<file path="src/periodic_task_timer_bank_assert.svh">
// Assertion macros shared by the timer bank RTL.
// Each macro takes a label, the clock, the reset, a condition and a consequence.
`ifndef PERIODIC_TASK_TIMER_BANK_ASSERT_SVH
`define PERIODIC_TASK_TIMER_BANK_ASSERT_SVH

// The consequence must hold in the same cycle as the condition.
`define PTB_ASSERT_SAME(label, clk, rst, cond, cons) \
   label: assert property (@(posedge clk) disable iff (rst) (cond) |-> (cons)) \
      else $error("timer bank assertion failed");

// The consequence must hold in the cycle after the condition.
`define PTB_ASSERT_NEXT(label, clk, rst, cond, cons) \
   label: assert property (@(posedge clk) disable iff (rst) (cond) |=> (cons)) \
      else $error("timer bank assertion failed");

`endif

</file>
<file path="src/ptb_pkg.sv">
`timescale 1ns / 1ps
`default_nettype none

package ptb_pkg;

   localparam int OPCODE_W  = 2;
   localparam int HANDLER_W = 8;
   localparam int PERIOD_W  = 16;
   localparam int STATUS_W  = 2;
   localparam int SLOT_W    = 3;
   localparam int FIRED_W   = 8;

   typedef enum logic [OPCODE_W-1:0] {
      OP_TICK     = 2'd0,
      OP_REGISTER = 2'd1,
      OP_CLEAR    = 2'd2
   } opcode_type;

   typedef enum logic [STATUS_W-1:0] {
      STATUS_OK        = 2'd0,
      STATUS_FULL      = 2'd1,
      STATUS_NOT_FOUND = 2'd2
   } status_type;

   typedef enum logic [1:0] {
      ST_IDLE,
      ST_SWEEP,
      ST_FINISH
   } state_type;

endpackage

`default_nettype wire

</file>
<file path="src/ptb_req_if.sv">
`timescale 1ns / 1ps
`default_nettype none

interface ptb_req_if;
   import ptb_pkg::*;

   logic                 valid;
   logic                 ready;
   logic [OPCODE_W-1:0]  opcode;
   logic [HANDLER_W-1:0] handler_id;
   logic [PERIOD_W-1:0]  period_ticks;

   modport source (output valid, output opcode, output handler_id, output period_ticks,
                   input ready);
   modport sink   (input valid, input opcode, input handler_id, input period_ticks,
                   output ready);
endinterface

`default_nettype wire

</file>
<file path="src/ptb_rsp_if.sv">
`timescale 1ns / 1ps
`default_nettype none

interface ptb_rsp_if;
   import ptb_pkg::*;

   logic                valid;
   logic                ready;
   logic [STATUS_W-1:0] status;
   logic [SLOT_W-1:0]   slot_index;
   logic [FIRED_W-1:0]  fired_mask;

   modport source (output valid, output status, output slot_index, output fired_mask,
                   input ready);
   modport sink   (input valid, input status, input slot_index, input fired_mask,
                   output ready);
endinterface

`default_nettype wire

</file>
<file path="src/periodic_task_timer_bank.sv">
// Channel   Role     Carries
// req_bus   sink     opcode, handler_id, period_ticks
// rsp_bus   source   status, slot_index, fired_mask
//
// A register request or an unused opcode goes from idle straight to the finish state; a tick
// or a clear walks the slot memory one slot per cycle first. The finish state loads the
// result register once it is free; a new item is taken only back in idle after that. Reset
// clears the active bits, the controller and the result valid; the slot memory needs no clearing
// because an entry is only read while its slot is active. A stalled result holds in the output
// register; the next item is taken while it waits and its own result waits in the finish state.
`timescale 1ns / 1ps
`default_nettype none

`include "periodic_task_timer_bank_assert.svh"

module periodic_task_timer_bank #(
   parameter int SLOTS      = 8,
   parameter int COUNT_BITS = 16
) (
   input  wire logic  clock,
   input  wire logic  reset,
   ptb_req_if.sink    req_bus,
   ptb_rsp_if.source  rsp_bus
);
   import ptb_pkg::*;

   localparam int IDX_W = (SLOTS > 1) ? $clog2(SLOTS) : 1;

   // One memory word holds everything a slot needs apart from its active bit.
   typedef struct packed {
      logic [HANDLER_W-1:0]  handler;
      logic [COUNT_BITS-1:0] period;
      logic [COUNT_BITS-1:0] count;
   } entry_type;

   // Controller and work registers.
   state_type             state_ff, state_in;
   logic [IDX_W-1:0]      cur_ff, cur_in;
   logic                  sweep_clear_ff, sweep_clear_in;
   logic [HANDLER_W-1:0]  hid_ff, hid_in;
   logic [SLOTS-1:0]      active_ff, active_in;
   logic [STATUS_W-1:0]   status_ff, status_in;
   logic [SLOT_W-1:0]     slot_ff, slot_in;
   logic [FIRED_W-1:0]    fired_ff, fired_in;

   // Result register.
   logic                  rsp_valid_ff, rsp_valid_in;
   logic [STATUS_W-1:0]   rsp_status_ff, rsp_status_in;
   logic [SLOT_W-1:0]     rsp_slot_ff, rsp_slot_in;
   logic [FIRED_W-1:0]    rsp_fired_ff, rsp_fired_in;

   // Slot memory.
   entry_type             slot_mem [SLOTS];
   entry_type             rd_data_ff;
   logic [IDX_W-1:0]      rd_addr;
   logic                  wr_en;
   logic [IDX_W-1:0]      wr_addr;
   entry_type             wr_data;

   // Helpers.
   logic                  req_fire;
   logic                  out_free;
   logic                  last_slot;
   logic                  free_found;
   logic [IDX_W-1:0]      free_idx;
   logic [COUNT_BITS-1:0] cnt_dec;

   assign req_fire  = req_bus.valid && req_bus.ready;
   assign out_free  = !rsp_valid_ff || rsp_bus.ready;
   assign last_slot = (cur_ff == IDX_W'(SLOTS - 1));
   assign cnt_dec   = rd_data_ff.count - COUNT_BITS'(1);

   // Lowest-numbered free slot for a register request.
   always_comb begin
      free_found = 1'b0;
      free_idx   = '0;
      for (int i = SLOTS - 1; i >= 0; i--) begin
         if (!active_ff[i]) begin
            free_found = 1'b1;
            free_idx   = IDX_W'(i);
         end
      end
   end

   // Next state.
   always_comb begin
      state_in = state_ff;
      case (state_ff)
         ST_IDLE: begin
            if (req_fire) begin
               if (req_bus.opcode == OP_TICK || req_bus.opcode == OP_CLEAR) begin
                  state_in = ST_SWEEP;
               end else begin
                  state_in = ST_FINISH;
               end
            end
         end
         ST_SWEEP: begin
            if (last_slot) begin
               state_in = ST_FINISH;
            end
         end
         ST_FINISH: begin
            if (out_free) begin
               state_in = ST_IDLE;
            end
         end
         default: state_in = ST_IDLE;
      endcase
   end

   // Datapath and outputs.
   always_comb begin
      cur_in         = cur_ff;
      sweep_clear_in = sweep_clear_ff;
      hid_in         = hid_ff;
      active_in      = active_ff;
      status_in      = status_ff;
      slot_in        = slot_ff;
      fired_in       = fired_ff;
      rd_addr        = '0;
      wr_en          = 1'b0;
      wr_addr        = cur_ff;
      wr_data        = rd_data_ff;
      rsp_valid_in   = rsp_valid_ff && !rsp_bus.ready;
      rsp_status_in  = rsp_status_ff;
      rsp_slot_in    = rsp_slot_ff;
      rsp_fired_in   = rsp_fired_ff;
      req_bus.ready  = 1'b0;

      case (state_ff)
         ST_IDLE: begin
            req_bus.ready = 1'b1;
            if (req_fire) begin
               cur_in         = '0;
               hid_in         = req_bus.handler_id;
               sweep_clear_in = (req_bus.opcode == OP_CLEAR);
               status_in      = STATUS_OK;
               slot_in        = '0;
               fired_in       = '0;
               case (req_bus.opcode)
                  OP_REGISTER: begin
                     if (free_found) begin
                        wr_en              = 1'b1;
                        wr_addr            = free_idx;
                        wr_data.handler    = req_bus.handler_id;
                        wr_data.period     = COUNT_BITS'(req_bus.period_ticks);
                        wr_data.count      = COUNT_BITS'(req_bus.period_ticks);
                        active_in[free_idx] = 1'b1;
                        slot_in            = SLOT_W'(free_idx);
                     end else begin
                        status_in = STATUS_FULL;
                     end
                  end
                  OP_CLEAR: begin
                     status_in = STATUS_NOT_FOUND;
                  end
                  default: begin
                  end
               endcase
            end
         end
         ST_SWEEP: begin
            // rd_data_ff holds the entry of slot cur_ff; fetch the next one.
            rd_addr = cur_ff + IDX_W'(1);
            if (!last_slot) begin
               cur_in = cur_ff + IDX_W'(1);
            end
            if (active_ff[cur_ff]) begin
               if (sweep_clear_ff) begin
                  if (rd_data_ff.handler == hid_ff) begin
                     active_in[cur_ff] = 1'b0;
                     status_in         = STATUS_OK;
                  end
               end else begin
                  wr_en = 1'b1;
                  if (cnt_dec == '0) begin
                     wr_data.count = rd_data_ff.period;
                     fired_in      = fired_ff | (FIRED_W'(1) << cur_ff);
                  end else begin
                     wr_data.count = cnt_dec;
                  end
               end
            end
         end
         ST_FINISH: begin
            if (out_free) begin
               rsp_valid_in  = 1'b1;
               rsp_status_in = status_ff;
               rsp_slot_in   = slot_ff;
               rsp_fired_in  = fired_ff;
            end
         end
         default: begin
         end
      endcase
   end

   assign rsp_bus.valid      = rsp_valid_ff;
   assign rsp_bus.status     = rsp_status_ff;
   assign rsp_bus.slot_index = rsp_slot_ff;
   assign rsp_bus.fired_mask = rsp_fired_ff;

   // Control state.
   always_ff @(posedge clock) begin
      if (reset) begin
         state_ff     <= ST_IDLE;
         active_ff    <= '0;
         rsp_valid_ff <= 1'b0;
         cur_ff       <= '0;
      end else begin
         state_ff     <= state_in;
         active_ff    <= active_in;
         rsp_valid_ff <= rsp_valid_in;
         cur_ff       <= cur_in;
      end
   end

   // Payload and work registers.
   always_ff @(posedge clock) begin
      sweep_clear_ff <= sweep_clear_in;
      hid_ff         <= hid_in;
      status_ff      <= status_in;
      slot_ff        <= slot_in;
      fired_ff       <= fired_in;
      rsp_status_ff  <= rsp_status_in;
      rsp_slot_ff    <= rsp_slot_in;
      rsp_fired_ff   <= rsp_fired_in;
   end

   // Slot memory with a registered read port.
   always_ff @(posedge clock) begin
      if (wr_en) begin
         slot_mem[wr_addr] <= wr_data;
      end
      rd_data_ff <= slot_mem[rd_addr];
   end

   // A register request never overwrites a slot that is already in use.
   `PTB_ASSERT_SAME(a_claim_free, clock, reset, wr_en && state_ff == ST_IDLE,
                    !active_ff[wr_addr])
   // A sweep steps through the slots one per cycle.
   `PTB_ASSERT_NEXT(a_sweep_step, clock, reset, state_ff == ST_SWEEP && !last_slot,
                    state_ff == ST_SWEEP && cur_ff == $past(cur_ff) + IDX_W'(1))
   // A clear sweep can only release slots, never activate one.
   `PTB_ASSERT_NEXT(a_clear_release, clock, reset, state_ff == ST_SWEEP && sweep_clear_ff,
                    (active_ff & ~$past(active_ff)) == '0)
   // A finished item is handed to the result register as soon as it frees.
   `PTB_ASSERT_NEXT(a_finish_load, clock, reset, state_ff == ST_FINISH && out_free,
                    rsp_valid_ff && state_ff == ST_IDLE)

endmodule

`default_nettype wire
</file>
<file path="src/flat_wrapper.sv">
// flat-port wrapper written by rule: the top's interface ports become plain ports
module periodic_task_timer_bank_flat import ptb_pkg::*;
#(
   parameter int SLOTS      = 8,
   parameter int COUNT_BITS = 16
)
  (clock, reset, req_bus_valid, req_bus_opcode, req_bus_handler_id, req_bus_period_ticks, req_bus_ready, rsp_bus_valid, rsp_bus_status, rsp_bus_slot_index, rsp_bus_fired_mask, rsp_bus_ready);
  ptb_req_if req_bus_i ();
  ptb_rsp_if rsp_bus_i ();
  input  wire logic clock;
  input  wire logic reset;
  input wire logic [$bits(req_bus_i.valid)-1:0] req_bus_valid;
  input wire logic [$bits(req_bus_i.opcode)-1:0] req_bus_opcode;
  input wire logic [$bits(req_bus_i.handler_id)-1:0] req_bus_handler_id;
  input wire logic [$bits(req_bus_i.period_ticks)-1:0] req_bus_period_ticks;
  output wire logic [$bits(req_bus_i.ready)-1:0] req_bus_ready;
  output wire logic [$bits(rsp_bus_i.valid)-1:0] rsp_bus_valid;
  output wire logic [$bits(rsp_bus_i.status)-1:0] rsp_bus_status;
  output wire logic [$bits(rsp_bus_i.slot_index)-1:0] rsp_bus_slot_index;
  output wire logic [$bits(rsp_bus_i.fired_mask)-1:0] rsp_bus_fired_mask;
  input wire logic [$bits(rsp_bus_i.ready)-1:0] rsp_bus_ready;
  assign req_bus_i.valid = req_bus_valid;
  assign req_bus_i.opcode = req_bus_opcode;
  assign req_bus_i.handler_id = req_bus_handler_id;
  assign req_bus_i.period_ticks = req_bus_period_ticks;
  assign req_bus_ready = req_bus_i.ready;
  assign rsp_bus_valid = rsp_bus_i.valid;
  assign rsp_bus_status = rsp_bus_i.status;
  assign rsp_bus_slot_index = rsp_bus_i.slot_index;
  assign rsp_bus_fired_mask = rsp_bus_i.fired_mask;
  assign rsp_bus_i.ready = rsp_bus_ready;
  periodic_task_timer_bank #(.SLOTS(SLOTS), .COUNT_BITS(COUNT_BITS)) u_core (.clock(clock), .reset(reset), .req_bus(req_bus_i), .rsp_bus(rsp_bus_i));
endmodule
</file>
<file path="config.mk">
export PLATFORM = sky130hd
export DESIGN_NAME = periodic_task_timer_bank_flat
export DESIGN_NICKNAME = d
export VERILOG_FILES = /design/src/ptb_pkg.sv /design/src/ptb_req_if.sv /design/src/ptb_rsp_if.sv /design/src/periodic_task_timer_bank.sv /design/src/flat_wrapper.sv
export VERILOG_INCLUDE_DIRS = /design/src /design/src/src
export SDC_FILE = /design/constraint.sdc
export NUM_CORES = 1
export LEC_CHECK = 0
export ABC_CLOCK_PERIOD_IN_PS = 9660
export BUFFER_PORTS_ARGS = -buffer_cell sky130_fd_sc_hd__clkbuf_2
export CAP_MARGIN = 20
export CORE_ASPECT_RATIO = 2
export CORE_UTILIZATION = 40
export CTS_BUF_LIST = sky130_fd_sc_hd__clkbuf_4
export DETAILED_ROUTE_END_ITERATION = 16
export GPL_ROUTABILITY_DRIVEN = 0
export SETUP_SLACK_MARGIN = 0.05
export SLEW_MARGIN = 20
export SYNTH_ARGS = -nofsm -noshare
export SYNTH_HDL_FRONTEND = slang
export SYNTH_SLANG_ARGS = --single-unit
</file>
<file path="constraint.sdc">
create_clock -name clock -period 9.66 [get_ports clock]
set_input_delay 2.415 -clock clock [delete_from_list [all_inputs] [get_ports clock]]
set_output_delay 2.415 -clock clock [all_outputs]
set_load 0.005 [all_outputs]
</file>
**After elaboration in Yosys (flattened, before gate mapping)**

Memories as Yosys holds them, arrays and structs flattened. A register that Yosys moved wholly into a read port is not among the register bits.
Index checks and enable logic that the tools add are counted.

- $add $sub $neg: 2
- Magnitude comparators: 4
- Equality and inequality tests: 17
- Shifts and indexed selects: 1
- Mux-type cells: 73
- Bitwise operators: 4
- Reduce and logical (&&, ||, !) cells: 20

Operators by type and width:

| kind | number |
|---|---|
| 40-bit 2-to-1 mux | 3 |
| 8-bit 2-to-1 mux | 10 |
| 16-bit 2-to-1 mux | 3 |
| 3-bit 2-to-1 mux | 15 |
| 16-bit case mux with 2 select lines | 1 |
| 8-bit case mux with 2 select lines | 2 |
| 24-bit 2-to-1 mux | 1 |
| 1-bit 2-to-1 mux | 22 |
| 16-bit zero test | 1 |
| 2-bit 2-to-1 mux | 8 |
| 2-bit by 1-bit inequality test with 1-bit output (second input constant) | 8 |
| 8-bit bitwise OR | 2 |
| 16-bit by 1-bit subtractor with 16-bit output (second input constant) | 1 |
| 5-bit AND reduction | 2 |
| 8-bit AND | 1 |
| 8-bit == test | 1 |
| 3-bit by 4-bit less-than comparator with 1-bit output (second input constant) | 2 |
| 8-bit NOT | 1 |
| 2-bit case mux with 2 select lines | 2 |
| 1-bit by 3-bit left shift with 8-bit output (first input constant) | 1 |
| 7-bit AND reduction | 1 |
| 1-bit demux with 3-bit select | 2 |
| 3-bit by 1-bit >= comparator with 1-bit output (second input constant) | 2 |
| 2-bit inequality test (second input constant) | 3 |
| other kinds (15) | 26 |

- Bits in registers: 49
- Bits in writable memories: 320
- Input bits: 30
- Output and inout bits: 15
- Memories kept: 1

Memories:

| memory | words | width | rd ports | clocked after Yosys merged registers in | wr ports | line | source |
|---|---|---|---|---|---|---|---|
| u_core.slot_mem | 8 | 40 | 1 | 1 | 1 | periodic_task_timer_bank.sv:53 | `entry_type slot_mem [SLOTS];` |

**Logic depth before layout (Yosys ltp)**

- Depth in word-level cells: 17
- Mapped depth: 10

**Least setup slack after synthesis**

OpenSTA, ideal clock, no wires.

- Path type: input to register
- Start point: input port req_bus_opcode[1]
- End point: memory u_core.slot_mem[6][0] (netlist name) (enable)
- Arrival time: 5384 ps
- Data required time: 9222 ps
- Setup slack: 3838 ps
- Stages on the path: 8
- Buffers on the path: 0
- Cell sequence: inv_1 ha_1 inv_1 or2_2 nor3_1 o21ai_0 o2bb2a_1 nor2_1

- Cells in the longest elaborated chain, start to end: 6
- Elaborated cells on any way between the ends: 9

RTL lines:

| what | line | source |
|---|---|---|
| from (decl) | flat_wrapper.sv:13 | `input wire logic [$bits(req_bus_i.opcode)-1:0] req_bus_opcode;` |
| 2-bit by 1-bit == test with 1-bit output (*) | periodic_task_timer_bank.sv:141 | `case (req_bus.opcode)` |
| 1-bit 2-to-1 mux | periodic_task_timer_bank.sv:141 |  |
| 1-bit 2-to-1 mux | periodic_task_timer_bank.sv:134 | `if (req_fire) begin` |
| 1-bit case mux with 2 select lines | periodic_task_timer_bank.sv:131 | `case (state_ff)` |
| 1-bit 2-to-1 mux | periodic_task_timer_bank.sv:233 | `if (wr_en) begin` |
| 1-bit 2-to-1 mux (not written as such) | periodic_task_timer_bank.sv:234 | `slot_mem[wr_addr] <= wr_data;` |
| to (decl) | periodic_task_timer_bank.sv:53 |  |

Every way passes the cells marked *; elsewhere a longest branch is shown, timed or not.

**Final worst setup path**

- Start point: input port req_bus_valid
- End point: memory u_core.slot_mem[6][35] (netlist name) (enable)

- Cells in the longest elaborated chain, start to end: 5
- Elaborated cells on any way between the ends: 7

RTL lines:

| what | line | source |
|---|---|---|
| from (decl) | flat_wrapper.sv:12 | `input wire logic [$bits(req_bus_i.valid)-1:0] req_bus_valid;` |
| 1-bit logical AND (*) | periodic_task_timer_bank.sv:68 | `assign req_fire = req_bus.valid && req_bus.ready;` |
| 1-bit 2-to-1 mux | periodic_task_timer_bank.sv:134 |  |
| 1-bit case mux with 2 select lines | periodic_task_timer_bank.sv:131 |  |
| 1-bit 2-to-1 mux | periodic_task_timer_bank.sv:233 |  |
| 1-bit 2-to-1 mux (not written as such) | periodic_task_timer_bank.sv:234 |  |

Marked as above.

==> flow_summary.ini <==
[run_status]
status = complete, no violations

[routing]
post-route-drc-count = 0
drt-wirelength-per-cell_um = 21.84
firstDrtPassIters = 5
first_iter_violations = 798
drt-total-wl_um = 42880
num_vias = 11160
viasPerCell = 5.686
antenna_left = 0

[grt]
grt_start_max_net_pins = 83
antenna_found_initial = 1
grt_use_total_pct = 20.34
overflow = 0
grt_pass1_wl_um = 63900
grt_pass1_vias = 11200

[cts]
cts_resized = 0
hold_buffers = 0
cts_tree = yes
clk_latency_ns = 0.78
clkTransAtPathRegs_ns = 0.07
cts_buffers = 83
cts_root_buffer = clkbuf_4
clock_sinks = 409
ctsLongestPathBuffers = 3
postCtsSetupBuffers = 0
h-tree-depth = 3

[power_and_ir_drop]
internal-power_mw = 2.761
pwr-share-seq_pct = 55.9
p_per_area_nw_per_um2 = 194.9
switching_share_pct = 23.61
power.switching_mw = 0.8532
clockPowerShare_pct = 37.1
pwr-share-comb_pct = 6.9
leakage_nw = 6.557
peakVddDrop_mv = 0.09075

[yosys]
synth.top_cell.area_share_pct = 64.43
synth_ff_type = edfxtp_1
async_flop_share_pct = 0
yosys.area.top_type = edfxtp_1
yosysSeqAreaShare_pct = 70.96
synth_edf_count = 355
synth.distinct_cells = 70
synth.avg_cell_area_sq_um = 12.82
synth_area_leaders = edfxtp_1, dfxtp_1, nand2_1, nand3_1, a221oi_1
ys_seq_elements = 409
synthesis.nets = 1332
netlist_instances = 1291
synth_area_sq_um = 16550
yosys_warnings = 0

[timing]
rsz0062_at_grt = no
fin_crit_sh_pct = 48.53
tns_ns = 0
hold_viol = 0
min_period_ns = 4.688
setup_viol = 0
skew_ns = 0.04593
relSlewSlack_pct = 24.47
worst_slew_pin_slew_ns = 1.133
max_clock_freq_ghz = 0.2133
whs_ns = 0.4205
drv_slew = 0

[die]
start_util_pct = 40.50
die_w_um = 145.8
die-area_sq_um = 42230
core_area_sq_um = 40860
io_pins = 45
die-height_um = 289.6
row_count = 105

[placement]
portBuffers = 44
dp_hpwl_um = 24380
post_dp_cell_area_sq_um = 17380
dpl.cell_count = 1807

[worst_hold_path]
hold_class = register to register
min-delay-start = u_core.slot_ff[2]

[setup_path]
critPathLaunchType = input pin
crit_start = req_bus_valid
criticalPathCategory = input pin to register
cp-end-kind = register
cp_max_fo = 40
r2r_end = u_core.slot_mem[1][10]
cp-endpoint = u_core.slot_mem[6][35]
crit_required_ns = 10.03
crit_arrival_ns = 5.06
rrSetupSlack_ns = 5.44
rr_startpoint = u_core.rd_data_ff[0]
worstRegToRegCells = 9

[finish]
regArea_sq_um = 11740
nFillCells = 3675
fin_nets = 1398
fin_util_pct = 45.38
multi_input_area_sq_um = 4512
fin_cells = 1963
drive_above_1_share_pct = 16.12
syn_to_final_growth_pct = 12.05
stdcell_area_sq_um = 18540

[run]
drv_cap = 0
[routing by layer]
metal	share of wire [%]	wire, um	track usage (%)	vias up
met3	4.2	1786	2.967	109
met1	35	15220	20.15	5601
met2	57	24350	40.54	365
met4	3.5	1521	10.21	0
li1	-	-	-	5086
met5	0	0	0	-
[critical path: stages]
cell and delay [ns]:
clkbuf_2 0.09, nand2b_1 0.09, nand2b_1 0.24, inv_1 0.33
nand2b_1 0.16, buf_4 0.39, o21ai_0 0.21, o2bb2a_1 0.41
nor2_4 0.12, buf_4 0.57
[cell usage after synthesis (all sizes together), types with 7 or more instances]
cell type,instances
nand2b,10
nor2,49
a21oi,13
nand2,247
o21ai,19
nand4,8
clkbuf,80
inv,17
nor3,15
a221oi,41
edfxtp,355
a211oi,40
o31ai,43
nor4,8
xor2,7
nand3,135
ha,11
dfxtp,54
and3,44
[worst min path at each step]
stage,endpoint,slack [ns],cells past startpoint
after floorplan,u_core.rsp_bus.slot_index[0],0.40,0
after detailed placement,u_core.rsp_bus.slot_index[1],0.41,0
after global routing,u_core.rsp_bus.slot_index[0],0.43,0
after global placement,u_core.rsp_bus.slot_index[0],0.40,0
final,u_core.rsp_bus.slot_index[2],0.42,0
after CTS,u_core.rsp_bus.slot_index[1],0.42,0
[layout make-up]
class,instances,area share [%]
Tap cell,535,3.610
Inverter,17,0.3442
Sequential cell,409,63.34
Timing Repair Buffer,67,2.119
Clock buffer,124,5.021
Multi-Input combinational cell,779,24.34
Antenna cell,1,0.01350
Clock inverter,31,1.221
[through the flow]
| step | setup slack (ns) | power, mW |
|---|---|---|
| after global placement | 4.330 | 2.303 |
| after detailed placement | 4.191 | 2.311 |
| final | 4.972 | 3.614 |
| after floorplan | 3.838 | 2.210 |
| after CTS | 5.042 | 3.647 |
| after global routing | 4.844 | 3.747 |
[placed cells by master (no fill, tap or decap), types with 38 or more instances in the layout]
master	netlist	routed
a211oi_1	40	40
o31ai_1	43	43
dfxtp_1	54	53
nand2_1	247	244
a221oi_1	41	41
nand3_1	135	135
clkbuf_2	1	44
edfxtp_1	355	355
and3_1	43	43
clkbuf_4	0	124
nor2_1	49	38
[flip-flops by register name, indices dropped and copies added, names as in the netlist]
register / flops
u_core.rd_data_ff: 40
u_core.sweep_clear_ff: 1
u_core.rsp_bus.valid: 1
u_core.state_ff: 2
u_core.rsp_bus.slot_index: 3
u_core.hid_ff: 8
u_core.rsp_bus.status: 2
u_core.slot_mem: 320
u_core.fired_ff: 8
u_core.slot_ff: 3
u_core.status_ff: 2
u_core.rsp_bus.fired_mask: 8
u_core.active_ff: 8
u_core.cur_ff: 3
[cell families (layout without fill, tap and decap cells)]
group,after synthesis,count (layout),synth area share [%]
simple gates,541,541,15.09
flops,409,409,70.96
compound gates,213,213,9.831
buf+inv,103,239,2.412
fa+ha+maj,11,11,0.8318
xor+xnor,10,10,0.5294
mux,4,4,0.3403
other cells,0,1,0
[power groups by stage]
stage	registers [mW]	logic, mW	clock network [mW]
floorplan	2.04	0.168	0
global placement	2.06	0.243	0
detailed placement	2.06	0.250	0
CTS	2.02	0.251	1.37
global route	2.02	0.272	1.45
finish	2.02	0.250	1.34
Note: power is estimated with default switching activity, not from simulation.
